<file path="src/sv/csle_pkg.sv">
// Package for the C string literal escaper.
// Holds the payload and command types, character constants and the hex digit helper.
// No dependencies.
package csle_pkg;

    localparam int unsigned QUEUE_DEPTH     = 2;
    localparam int unsigned MAX_CHARS       = 8;
    localparam logic [7:0]  LINE_LIMIT_INIT = 8'd79;

    localparam logic [7:0] CH_NL     = 8'h0A;
    localparam logic [7:0] CH_TAB    = 8'h09;
    localparam logic [7:0] CH_QUOTE  = 8'h22;
    localparam logic [7:0] CH_BSLASH = 8'h5C;
    localparam logic [7:0] CH_SEMI   = 8'h3B;
    localparam logic [7:0] CH_T      = 8'h74;
    localparam logic [7:0] CH_X      = 8'h78;
    localparam logic [7:0] CH_SPACE  = 8'h20;
    localparam logic [7:0] CH_TILDE  = 8'h7E;

    typedef struct packed {
        logic [7:0] data_byte;
        logic       end_of_buffer;
    } t_in_item;

    typedef struct packed {
        logic [7:0] out_char;
        logic       last_char;
    } t_out_item;

    // One input byte expanded: up to eight characters and the index of the final one.
    typedef struct packed {
        logic [MAX_CHARS-1:0][7:0] chars;
        logic [2:0]                last_idx;
    } t_cmd;

    function automatic logic [7:0] hex_char(input logic [3:0] nib);
        if (nib < 4'd10) begin
            hex_char = 8'h30 + {4'd0, nib};
        end else begin
            hex_char = 8'h41 + {4'd0, nib} - 8'd10;
        end
    endfunction

endpackage

</file>
<file path="src/sv/c_string_literal_escaper.sv">
// C string literal escaper: one raw byte per input transaction becomes one to eight
// characters of C literal text, one character per output transaction, with last_char
// set on the final character of each byte. Backslash, tab and double quote become
// two-character escapes, printable bytes pass (after a "" break if the byte before was
// a hex escape), all others become \xHH. Lines open with newline and quote and close
// with a quote once their length reaches line_limit; end_of_buffer closes any open
// line and adds a semicolon. Throughput is set by the output port, and the next byte's
// characters follow the last with no gap when its command is already queued. Input is
// taken one byte per cycle while the command queue (QUEUE_DEPTH entries) has room. A
// byte's command passes through the queue and then the back end's current command
// register before its first character is offered. line_limit is written on the config
// channel, which is always ready; write it only while the block is idle.
// Depends on csle_pkg, csle_front, csle_queue, csle_back.
module c_string_literal_escaper #(
    parameter int unsigned QUEUE_DEPTH = csle_pkg::QUEUE_DEPTH
) (
    input  logic                i_clk,
    input  logic                i_rst_n,
    // byte input channel
    input  logic                i_in_valid,
    output logic                o_in_ready,
    input  csle_pkg::t_in_item  i_in_item,
    // character output channel
    output logic                o_out_valid,
    input  logic                i_out_ready,
    output csle_pkg::t_out_item o_out_item,
    // line_limit write channel
    input  logic                i_cfg_valid,
    output logic                o_cfg_ready,
    input  logic [7:0]          i_cfg_data
);
    import csle_pkg::*;

    logic q_full, q_empty, push, pop;
    t_cmd push_cmd, head_cmd;

    // classify and expand; state advances on each accepted transaction
    csle_front u_front (
        .i_clk       (i_clk),
        .i_rst_n     (i_rst_n),
        .i_in_valid  (i_in_valid),
        .o_in_ready  (o_in_ready),
        .i_in_item   (i_in_item),
        .i_cfg_valid (i_cfg_valid),
        .o_cfg_ready (o_cfg_ready),
        .i_cfg_data  (i_cfg_data),
        .i_q_full    (q_full),
        .o_push      (push),
        .o_cmd       (push_cmd)
    );

    // decouples input acceptance from output stalls
    csle_queue #(
        .DEPTH (QUEUE_DEPTH)
    ) u_queue (
        .i_clk   (i_clk),
        .i_rst_n (i_rst_n),
        .i_push  (push),
        .i_cmd   (push_cmd),
        .o_full  (q_full),
        .i_pop   (pop),
        .o_empty (q_empty),
        .o_head  (head_cmd)
    );

    // serializer
    csle_back u_back (
        .i_clk       (i_clk),
        .i_rst_n     (i_rst_n),
        .i_q_empty   (q_empty),
        .i_q_head    (head_cmd),
        .o_pop       (pop),
        .o_out_valid (o_out_valid),
        .i_out_ready (i_out_ready),
        .o_out_item  (o_out_item)
    );

endmodule

</file>
<file path="src/sv/csle_front.sv">
// Front end: accepts raw bytes, classifies them and builds the character command.
// Owns line_limit, line length and hex-break state. Depends on csle_pkg.
module csle_front (
    input  logic              i_clk,
    input  logic              i_rst_n,
    input  logic              i_in_valid,
    output logic              o_in_ready,
    input  csle_pkg::t_in_item i_in_item,
    input  logic              i_cfg_valid,
    output logic              o_cfg_ready,
    input  logic [7:0]        i_cfg_data,
    input  logic              i_q_full,
    output logic              o_push,
    output csle_pkg::t_cmd    o_cmd
);
    import csle_pkg::*;

    logic [7:0] r_line_limit;
    logic [7:0] r_line_count, n_line_count;
    logic       r_prev_hex, n_prev_hex;
    logic [8:0] len;
    logic [3:0] n;
    logic [7:0] b;

    assign o_in_ready  = !i_q_full;
    assign o_cfg_ready = 1'b1;
    assign o_push      = i_in_valid && !i_q_full;
    assign b           = i_in_item.data_byte;

    always_comb begin
        o_cmd.chars = '0;
        n           = 4'd0;
        len         = {1'b0, r_line_count};
        n_prev_hex  = r_prev_hex;

        if (r_line_count == 8'd0) begin
            o_cmd.chars[0] = CH_NL;
            o_cmd.chars[1] = CH_QUOTE;
            n   = 4'd2;
            len = 9'd1;
        end

        if (b == CH_BSLASH || b == CH_TAB || b == CH_QUOTE) begin
            o_cmd.chars[n[2:0]]        = CH_BSLASH;
            o_cmd.chars[n[2:0] + 3'd1] = (b == CH_TAB) ? CH_T : b;
            n          = n + 4'd2;
            len        = len + 9'd2;
            n_prev_hex = 1'b0;
        end else if (b >= CH_SPACE && b <= CH_TILDE) begin
            if (r_prev_hex) begin
                o_cmd.chars[n[2:0]]        = CH_QUOTE;
                o_cmd.chars[n[2:0] + 3'd1] = CH_QUOTE;
                n   = n + 4'd2;
                len = len + 9'd2;
            end
            o_cmd.chars[n[2:0]] = b;
            n          = n + 4'd1;
            len        = len + 9'd1;
            n_prev_hex = 1'b0;
        end else begin
            o_cmd.chars[n[2:0]]        = CH_BSLASH;
            o_cmd.chars[n[2:0] + 3'd1] = CH_X;
            o_cmd.chars[n[2:0] + 3'd2] = hex_char(b[7:4]);
            o_cmd.chars[n[2:0] + 3'd3] = hex_char(b[3:0]);
            n          = n + 4'd4;
            len        = len + 9'd4;
            n_prev_hex = 1'b1;
        end

        // line full: close it
        if (len >= {1'b0, r_line_limit}) begin
            o_cmd.chars[n[2:0]] = CH_QUOTE;
            n          = n + 4'd1;
            len        = 9'd0;
            n_prev_hex = 1'b0;
        end

        if (i_in_item.end_of_buffer) begin
            if (len != 9'd0) begin
                o_cmd.chars[n[2:0]] = CH_QUOTE;
                n = n + 4'd1;
            end
            o_cmd.chars[n[2:0]] = CH_SEMI;
            n          = n + 4'd1;
            len        = 9'd0;
            n_prev_hex = 1'b0;
        end

        n_line_count   = len[7:0];
        o_cmd.last_idx = 3'(n - 4'd1);
    end

    always_ff @(posedge i_clk) begin
        if (!i_rst_n) begin
            r_line_limit <= LINE_LIMIT_INIT;
            r_line_count <= 8'd0;
            r_prev_hex   <= 1'b0;
        end else begin
            if (i_cfg_valid) begin
                r_line_limit <= i_cfg_data;
            end
            if (o_push) begin
                r_line_count <= n_line_count;
                r_prev_hex   <= n_prev_hex;
            end
        end
    end

endmodule

</file>
<file path="src/sv/csle_queue.sv">
// Short command queue between front and back ends.
// Depth set by DEPTH (at least 2). Depends on csle_pkg.
module csle_queue #(
    parameter int unsigned DEPTH = csle_pkg::QUEUE_DEPTH
) (
    input  logic           i_clk,
    input  logic           i_rst_n,
    input  logic           i_push,
    input  csle_pkg::t_cmd i_cmd,
    output logic           o_full,
    input  logic           i_pop,
    output logic           o_empty,
    output csle_pkg::t_cmd o_head
);
    import csle_pkg::*;

    localparam int unsigned PTR_W = $clog2(DEPTH);
    localparam int unsigned CNT_W = $clog2(DEPTH + 1);

    t_cmd             r_mem [DEPTH];
    logic [PTR_W-1:0] r_wr_ptr, r_rd_ptr;
    logic [CNT_W-1:0] r_count;

    assign o_full  = (r_count == CNT_W'(DEPTH));
    assign o_empty = (r_count == '0);
    assign o_head  = r_mem[r_rd_ptr];

    function automatic logic [PTR_W-1:0] ptr_inc(input logic [PTR_W-1:0] p);
        ptr_inc = (p == PTR_W'(DEPTH - 1)) ? '0 : p + 1'b1;
    endfunction

    always_ff @(posedge i_clk) begin
        if (i_push) begin
            r_mem[r_wr_ptr] <= i_cmd;
        end
    end

    always_ff @(posedge i_clk) begin
        if (!i_rst_n) begin
            r_wr_ptr <= '0;
            r_rd_ptr <= '0;
            r_count  <= '0;
        end else begin
            if (i_push) begin
                r_wr_ptr <= ptr_inc(r_wr_ptr);
            end
            if (i_pop) begin
                r_rd_ptr <= ptr_inc(r_rd_ptr);
            end
            unique case ({i_push, i_pop})
                2'b10:   r_count <= r_count + 1'b1;
                2'b01:   r_count <= r_count - 1'b1;
                default: r_count <= r_count;
            endcase
        end
    end

endmodule

</file>
<file path="src/sv/csle_back.sv">
// Back end: plays out one command, one character per cycle unless stalled, flagging
// the last. Pulls the next command as the current one ends. Depends on csle_pkg.
module csle_back (
    input  logic                i_clk,
    input  logic                i_rst_n,
    input  logic                i_q_empty,
    input  csle_pkg::t_cmd      i_q_head,
    output logic                o_pop,
    output logic                o_out_valid,
    input  logic                i_out_ready,
    output csle_pkg::t_out_item o_out_item
);
    import csle_pkg::*;

    logic       r_busy;
    t_cmd       r_cur;
    logic [2:0] r_idx;
    logic       fire, at_end;

    assign o_out_valid          = r_busy;
    assign at_end               = (r_idx == r_cur.last_idx);
    assign fire                 = r_busy && i_out_ready;
    assign o_pop                = !i_q_empty && (!r_busy || (fire && at_end));
    assign o_out_item.out_char  = r_cur.chars[r_idx];
    assign o_out_item.last_char = at_end;

    always_ff @(posedge i_clk) begin
        if (o_pop) begin
            r_cur <= i_q_head;
        end
    end

    always_ff @(posedge i_clk) begin
        if (!i_rst_n) begin
            r_busy <= 1'b0;
            r_idx  <= 3'd0;
        end else begin
            if (o_pop) begin
                r_busy <= 1'b1;
                r_idx  <= 3'd0;
            end else if (fire) begin
                if (at_end) begin
                    r_busy <= 1'b0;
                    r_idx  <= 3'd0;
                end else begin
                    r_idx <= r_idx + 3'd1;
                end
            end
        end
    end

endmodule

</file>
<file path="config.mk">
export PLATFORM = sky130hd
export DESIGN_NAME = c_string_literal_escaper
export DESIGN_NICKNAME = d
export VERILOG_FILES = /design/src/sv/csle_pkg.sv /design/src/sv/c_string_literal_escaper.sv /design/src/sv/csle_front.sv /design/src/sv/csle_queue.sv /design/src/sv/csle_back.sv
export SDC_FILE = /design/constraint.sdc
export NUM_CORES = 1
export LEC_CHECK = 0
export ABC_AREA = 1
export BUFFER_PORTS_ARGS = -buffer_cell sky130_fd_sc_hd__buf_4
export CORE_MARGIN = 2
export CORE_UTILIZATION = 31
export CTS_CLUSTER_DIAMETER = 150
export DETAILED_ROUTE_END_ITERATION = 10
export PLACE_DENSITY = 0.54
export SYNTH_ARGS = -nofsm -noshare
export SYNTH_HDL_FRONTEND = slang
export SYNTH_SLANG_ARGS = --single-unit
</file>
<file path="constraint.sdc">
create_clock -name i_clk -period 4.5 [get_ports i_clk]
set_input_delay 0.225 -clock i_clk [delete_from_list [all_inputs] [get_ports i_clk]]
set_output_delay 0.225 -clock i_clk [all_outputs]
set_load 0.02 [all_outputs]
</file>
# [After elaboration in Yosys (flattened, before gate mapping)]
# Memory sizes are Yosys's and may differ from the RTL's. A register that Yosys moved wholly into a read port is not among the register bits.
# Index checks and enable logic that the tools add are counted.
# Widths: inputs -> output; s select.
[word_totals] elab_cells=181 out_inout_bits=12 ram_bits=134 latch_bits=0 in_bits=22 register_bits=25 memories=1 romBits=0
[op_classes] mul=0 magnitude_cmp=22 n_bitwise=22 eq_ne=7 n_div=0 n_addsub=24 shift=0 n_reduce_logical=27 mux=70
[mem_list] name="u_queue.r_mem" depth=2 word_bits=67 rd=1 rd_ports_with_merged_regs=1 wr=1 line_no="csle_queue.sv:20" text="t_cmd r_mem [DEPTH];"
[ops] operator="$mux 64" n=9
[ops] operator="$bwmux 64" n=4
[ops] operator="$demux 8 s3" n=8
[ops] operator="$not 48->48" n=4
[ops] operator="$and 48x48->48" n=3
[ops] operator="$mux 8" n=18
[ops] operator="$not 32->32" n=2
[ops] operator="$mux 9" n=6
[ops] operator="$and 12x48->48" n=1
[ops] operator="$or 16x16->16" n=3
[ops] operator="$or 40x40->40" n=1
[ops] operator="$and 32x32->32" n=1
[ops] operator="$and 8x32->32" n=1
[ops] operator="$lt 3x4->1 const B" n=8
[ops] operator="$or 32x32->32" n=1
[ops] operator="$or 7x32->32" n=1
[ops] operator="$mux 3" n=10
[ops] operator="$and 24x24->24" n=1
[ops] operator="$bmux 8 s3" n=1
[ops] operator="$not 24->24" n=1
[ops] operator="$ge 3x1->1 const B" n=7
[ops] operator="$add 7x4->8 const A" n=2
[ops] operator="$or 4x16->16" n=1
[ops] operator="$sub 8x4->8 const B" n=2
[ops] operator="38 further kinds" n=76

# [Logic depth before layout (Yosys ltp)]
[logic_depth] ltp_word=22 mapped_depth=40 depth_no_buf=39

# [Cells and area by module]
# From an unflattened synthesis, not the netlist that was laid out.
[hier_totals] cells_unflattened=1060 hier_area_um2=11601.1
[by_module_without_submodules] module="csle_queue" cells_each=243 seq_area_each_um2=4124.0 area_per_inst_um2=5173.7 instances=1
[by_module_without_submodules] module="csle_front" cells_each=610 seq_area_each_um2=340.3 area_per_inst_um2=3525.9 instances=1
[by_module_without_submodules] module="csle_back" cells_each=207 seq_area_each_um2=2092.0 area_per_inst_um2=2901.5 instances=1

# [Least setup slack after synthesis]
# OpenSTA, ideal clock, no wires.
[synth_timing] path_type="register -> register" from="register u_front.r_line_count[3]" to="memory u_queue.r_mem[0][2] (netlist name), data pin" path_stages_with_launch=36 t_required_ps=4244 setup_time_ps=256 path_buffers=1 arrival_ps=4476 synth_period_minus_slack_ps=4732 setup_slack_ps=-232 cell_sequence="dfxtp_1 inv_1 ha_1 nand3_1 nor2_1 nor2_1 ha_1 inv_1 nor2_2 nand2_1 nand3_1 nand2_1 inv_2 nand4_1 nand3_1 nand3_1 and2_1 ha_1 nand2_1 a21o_1 a21boi_0 nor2_2 nand2_2 buf_6 inv_2 nor2_1 nor2_2 ha_1 nand2_1 o21ai_4 ha_1 o21ai_0 ha_1 inv_1 nand2_1 nand2_1"
[synth_rtl] element="from (decl)" line_no="csle_front.sv:19" text="logic [7:0] r_line_count, n_line_count;"
[synth_rtl] element="from (signal assigned)" line_no="csle_front.sv:103" text="r_line_count <= n_line_count;"
[synth_rtl] element="to (decl)" line_no="csle_queue.sv:20"

==> flow_metrics.py <==
metrics = {
    "status": {
        "outcome": "finished clean",
    },
    "route": {
        "firstDrtPassIters": 5,
        "drtIter0Drc": 633,
        "avgRoutedWirePerCell_um": 16.6,
        "dr_wl_met2_mm": 13.0,
        "wl_mm": 28.6,
        "routed_via_density": 4.76,
        "route.met3.wl_mm": 1.36,
        "top_layer": "met4",
        "routed-via-count": 8206,
        "drt-met1-wl_mm": 13.6,
        "antenna_left": 0,
        "drc": 0,
    },
    "min_path": {
        "hp-class": "input pin to flop",
    },
    "yosys": {
        "ys_seq_area_share_pct": 57.0,
        "yosys_warnings": 0,
        "post_synth.cell_area_avg_um2": 9.28,
        "ys_ff_latch": 205,
        "synthArstFlopShare_pct": 0,
        "syn_area_um2": 10400,
        "synth_edf_count": 180,
        "netlist_instances": 1117,
        "ys.flop_type": "edfxtp_1",
        "synthDistinctLibCells": 53,
    },
    "setup_path": {
        "critical_path_class": "flop to flop",
        "cp-start-kind": "flop",
        "worst_setup_path_end_kind": "flop",
        "critPathMostFrequentCell": "nor2_4",
        "crit_arrival_ns": 4.60,
        "required_ns": 4.76,
        "critPathMaxFanout": 7,
        "slowest_delay_ns": 0.32,
        "slowest_stage": "dfxtp_2",
    },
    "placement": {
        "gp_congestion": 0.904,
        "placed_area_um2": 11700,
        "place_hpwl_mm": 20.1,
        "io_buffers": 32,
    },
    "global_route": {
        "grt_overflow_total": 0,
        "grt_antenna_before_repair": 0,
        "grt_max_degree": 62,
        "grt_pass1_wl_mm": 44.7,
        "grt_use_total_pct": 16.1,
        "grt_pass1_vias": 7817,
    },
    "clock_tree": {
        "cts_inserted_buffers": 23,
        "h-tree-depth": 1,
        "clock_latency_ns": 0.53,
        "cts_tree": "done",
        "cts_max_path_buffers": 3,
        "clkTransAtPathRegs_ns": 0.06,
        "root_buffer": "clkbuf_16",
        "clock_sinks": 205,
    },
    "finish": {
        "diodes": 0,
        "layout.nets": 1321,
        "final_core_util_pct": 40.5,
        "finalInstanceArea_um2": 13300,
        "fillers": 3320,
        "drive_above_1_share_pct": 23.5,
        "area_growth_pct": 27.9,
    },
    "timing": {
        "tightestPinTransition_ns": 0.821,
        "drv_slew": 0,
        "layout_min_cycle_time_ns": 4.33,
        "fin_crit_sh_pct": 96.3,
        "relSlewSlack_pct": 45.3,
        "setup_viol": 0,
        "fmax_mhz": 231,
        "finalHoldViolations": 0,
        "rsz0062_at_grt": "yes",
        "fin_skew_ns": 0.0113,
    },
    "floorplanning": {
        "die_h_um": 187,
        "start_util_pct": 31.7,
        "rows": 66,
        "ios": 34,
        "core_area_um2": 32700,
        "fp.dieArea_um2": 34900,
        "die_w_um": 187,
    },
    "power_and_ir_drop": {
        "power_density_nw_per_um2": 537,
        "ir_drop_mv": 0.262,
        "p_comb_share_pct": 32.9,
        "pwr-share-seq_pct": 41.9,
        "cellLeakagePower_uw": 0.00548,
        "p_sw_uw": 2440,
        "p_total_uw": 7120,
        "p_int_uw": 4680,
        "switching_share_pct": 34.3,
        "clock_power_share_pct": 25.2,
    },
    "job": {
        "drv_cap": 0,
    },
}
-- cells by family after synthesis --
kind of cell	synth area share, %
simple gates	23.7
xor+xnor	1.01
fa+ha+maj	3.86
flops	57.0
compound gates	9.43
buf+inv	4.92
other cells	0.0724
-- synthesized netlist by cell type, types with 7 or more instances --
master / instances / area [µm²]
edfxtp_1: 180 / 5410
nand3_1: 65 / 325
nor2_2: 9 / 56.3
nand2_1: 350 / 1310
a21oi_1: 56 / 280
dfxtp_1: 25 / 500
ha_1: 32 / 400
o21ai_0: 55 / 275
a221oi_1: 8 / 70.1
o21ai_1: 7 / 35.0
clkbuf_1: 29 / 109
nor2_1: 95 / 357
xor2_1: 8 / 70.1
inv_1: 76 / 285
inv_2: 10 / 37.5
nand2_2: 15 / 93.8
nand4_1: 14 / 87.6
a22oi_1: 11 / 82.6
-- state kept, by name, indices dropped and copies added, names as in the netlist --
name	cells
u_queue.r_count	2
u_back.r_cur	60
u_queue.r_rd_ptr	1
u_back.r_idx	3
u_front.r_prev_hex	1
u_queue.r_mem	120
u_front.r_line_limit	8
u_front.r_line_count	8
u_queue.r_wr_ptr	1
u_back.o_out_valid	1
-- cell type report --
type	instances	area [µm²]	area share (%)
Sequential cell	205	5910	44.6
Inverter	89	348	2.62
Timing Repair Buffer	152	1220	9.22
Multi-Input combinational cell	796	4490	33.9
Tap cell	442	553	4.17
Clock inverter	10	72.6	0.547
Clock buffer	31	656	4.95
-- power by group through the flow --
stage / Sequential (µW) / Combinational (µW) / Clock (µW)
after floorplan: 3020 / 1310 / 0
after detailed placement: 3020 / 2130 / 0
after global routing: 3040 / 2620 / 1910
after CTS: 2990 / 2160 / 1840
final: 2980 / 2340 / 1790
after global placement: 3010 / 2120 / 0
-- critical path: cells and delay by family, from the launching register on --
| family | cells | cell delay (ns) |
|---|---|---|
| adders and majority gates | 4 | 0.91 |
| buffers and inverters | 6 | 0.75 |
| and+or+nand+nor | 18 | 1.81 |
| AOI/OAI and AO/OA | 3 | 0.29 |
| DFF | 1 | 0.32 |
-- final timing paths --
| kind | from | endpoint | slack [ns] | depth (start not counted) |
|---|---|---|---|---|
| worst max register to register | u_front.r_line_count[2]$_SDFFE_PN0P_ | u_queue.r_mem[1][13]$_DFFE_PP_ | 0.17 | 31 |
| worst max-delay path | u_front.r_line_count[2]$_SDFFE_PN0P_ | u_queue.r_mem[1][13]$_DFFE_PP_ | 0.17 | 31 |
| worst min-delay path | i_cfg_data[7] | u_front.r_line_limit[7]$_SDFFE_PN0P_ | 0.01 | 3 |
| worst min register to register | u_front.r_line_count[0]$_SDFFE_PN0P_ | u_front.r_line_count[0]$_SDFFE_PN0P_ | 0.48 | 2 |
-- placed cells by master (no fill, tap or decap), types with 5 or more instances in the layout --
cell | synthesis | final
nor2_4 | 3 | 15
buf_4 | 4 | 123
nand2_1 | 350 | 330
o21ai_1 | 7 | 11
ha_4 | 0 | 10
conb_1 | 2 | 13
clkbuf_16 | 0 | 23
nand3_1 | 65 | 54
ha_1 | 32 | 21
a221oi_1 | 8 | 8
nand4_1 | 14 | 14
nand3_2 | 4 | 12
inv_1 | 76 | 65
inv_2 | 10 | 18
nand2_4 | 1 | 12
nor2_2 | 9 | 9
dfxtp_1 | 25 | 22
a21oi_1 | 56 | 54
nand2_2 | 15 | 24
dlygate4sd3_1 | 0 | 22
clkbuf_8 | 0 | 5
buf_6 | 2 | 7
clkinv_2 | 1 | 7
a22oi_1 | 11 | 11
edfxtp_1 | 180 | 180
nor2_1 | 95 | 83
o21ai_4 | 1 | 6
o21ai_0 | 55 | 46
xor2_1 | 8 | 8
-- stage by stage --
stage	setup slack [ns]	TNS, ns	hold WS (ns)	std cells
2_1_floorplan	0.0259	0	0.309	1128
4_1_cts	0.0262	0	0.00519	1707
3_3_place_gp	0.000345	0	0.447	1644
5_1_grt	-0.0960	-4.84	0.0564	1725
6_report	0.166	0	0.0150	1725
3_5_place_dp	-0.118	-2.25	0.447	1644
-- routing by layer --
metal	vias to the layer above	GRT usage, %
li1	4085	-
met1	3904	22.4
met4	0	4.85
met2	167	25.8
met5	-	0
met3	50	2.80
-- timing repair --
| item | 4_1_cts | 5_1_grt |
|---|---|---|
| setup endpoints to repair | 46 | 106 |
| hold buffers | 22 | 0 |
| resized for setup | 6 | 99 |
| hold endpoints to repair | 13 | 0 |
| buffers inserted | 0 | 18 |
| pin swaps | 4 | 50 |
(Power assumes the default switching activity.)
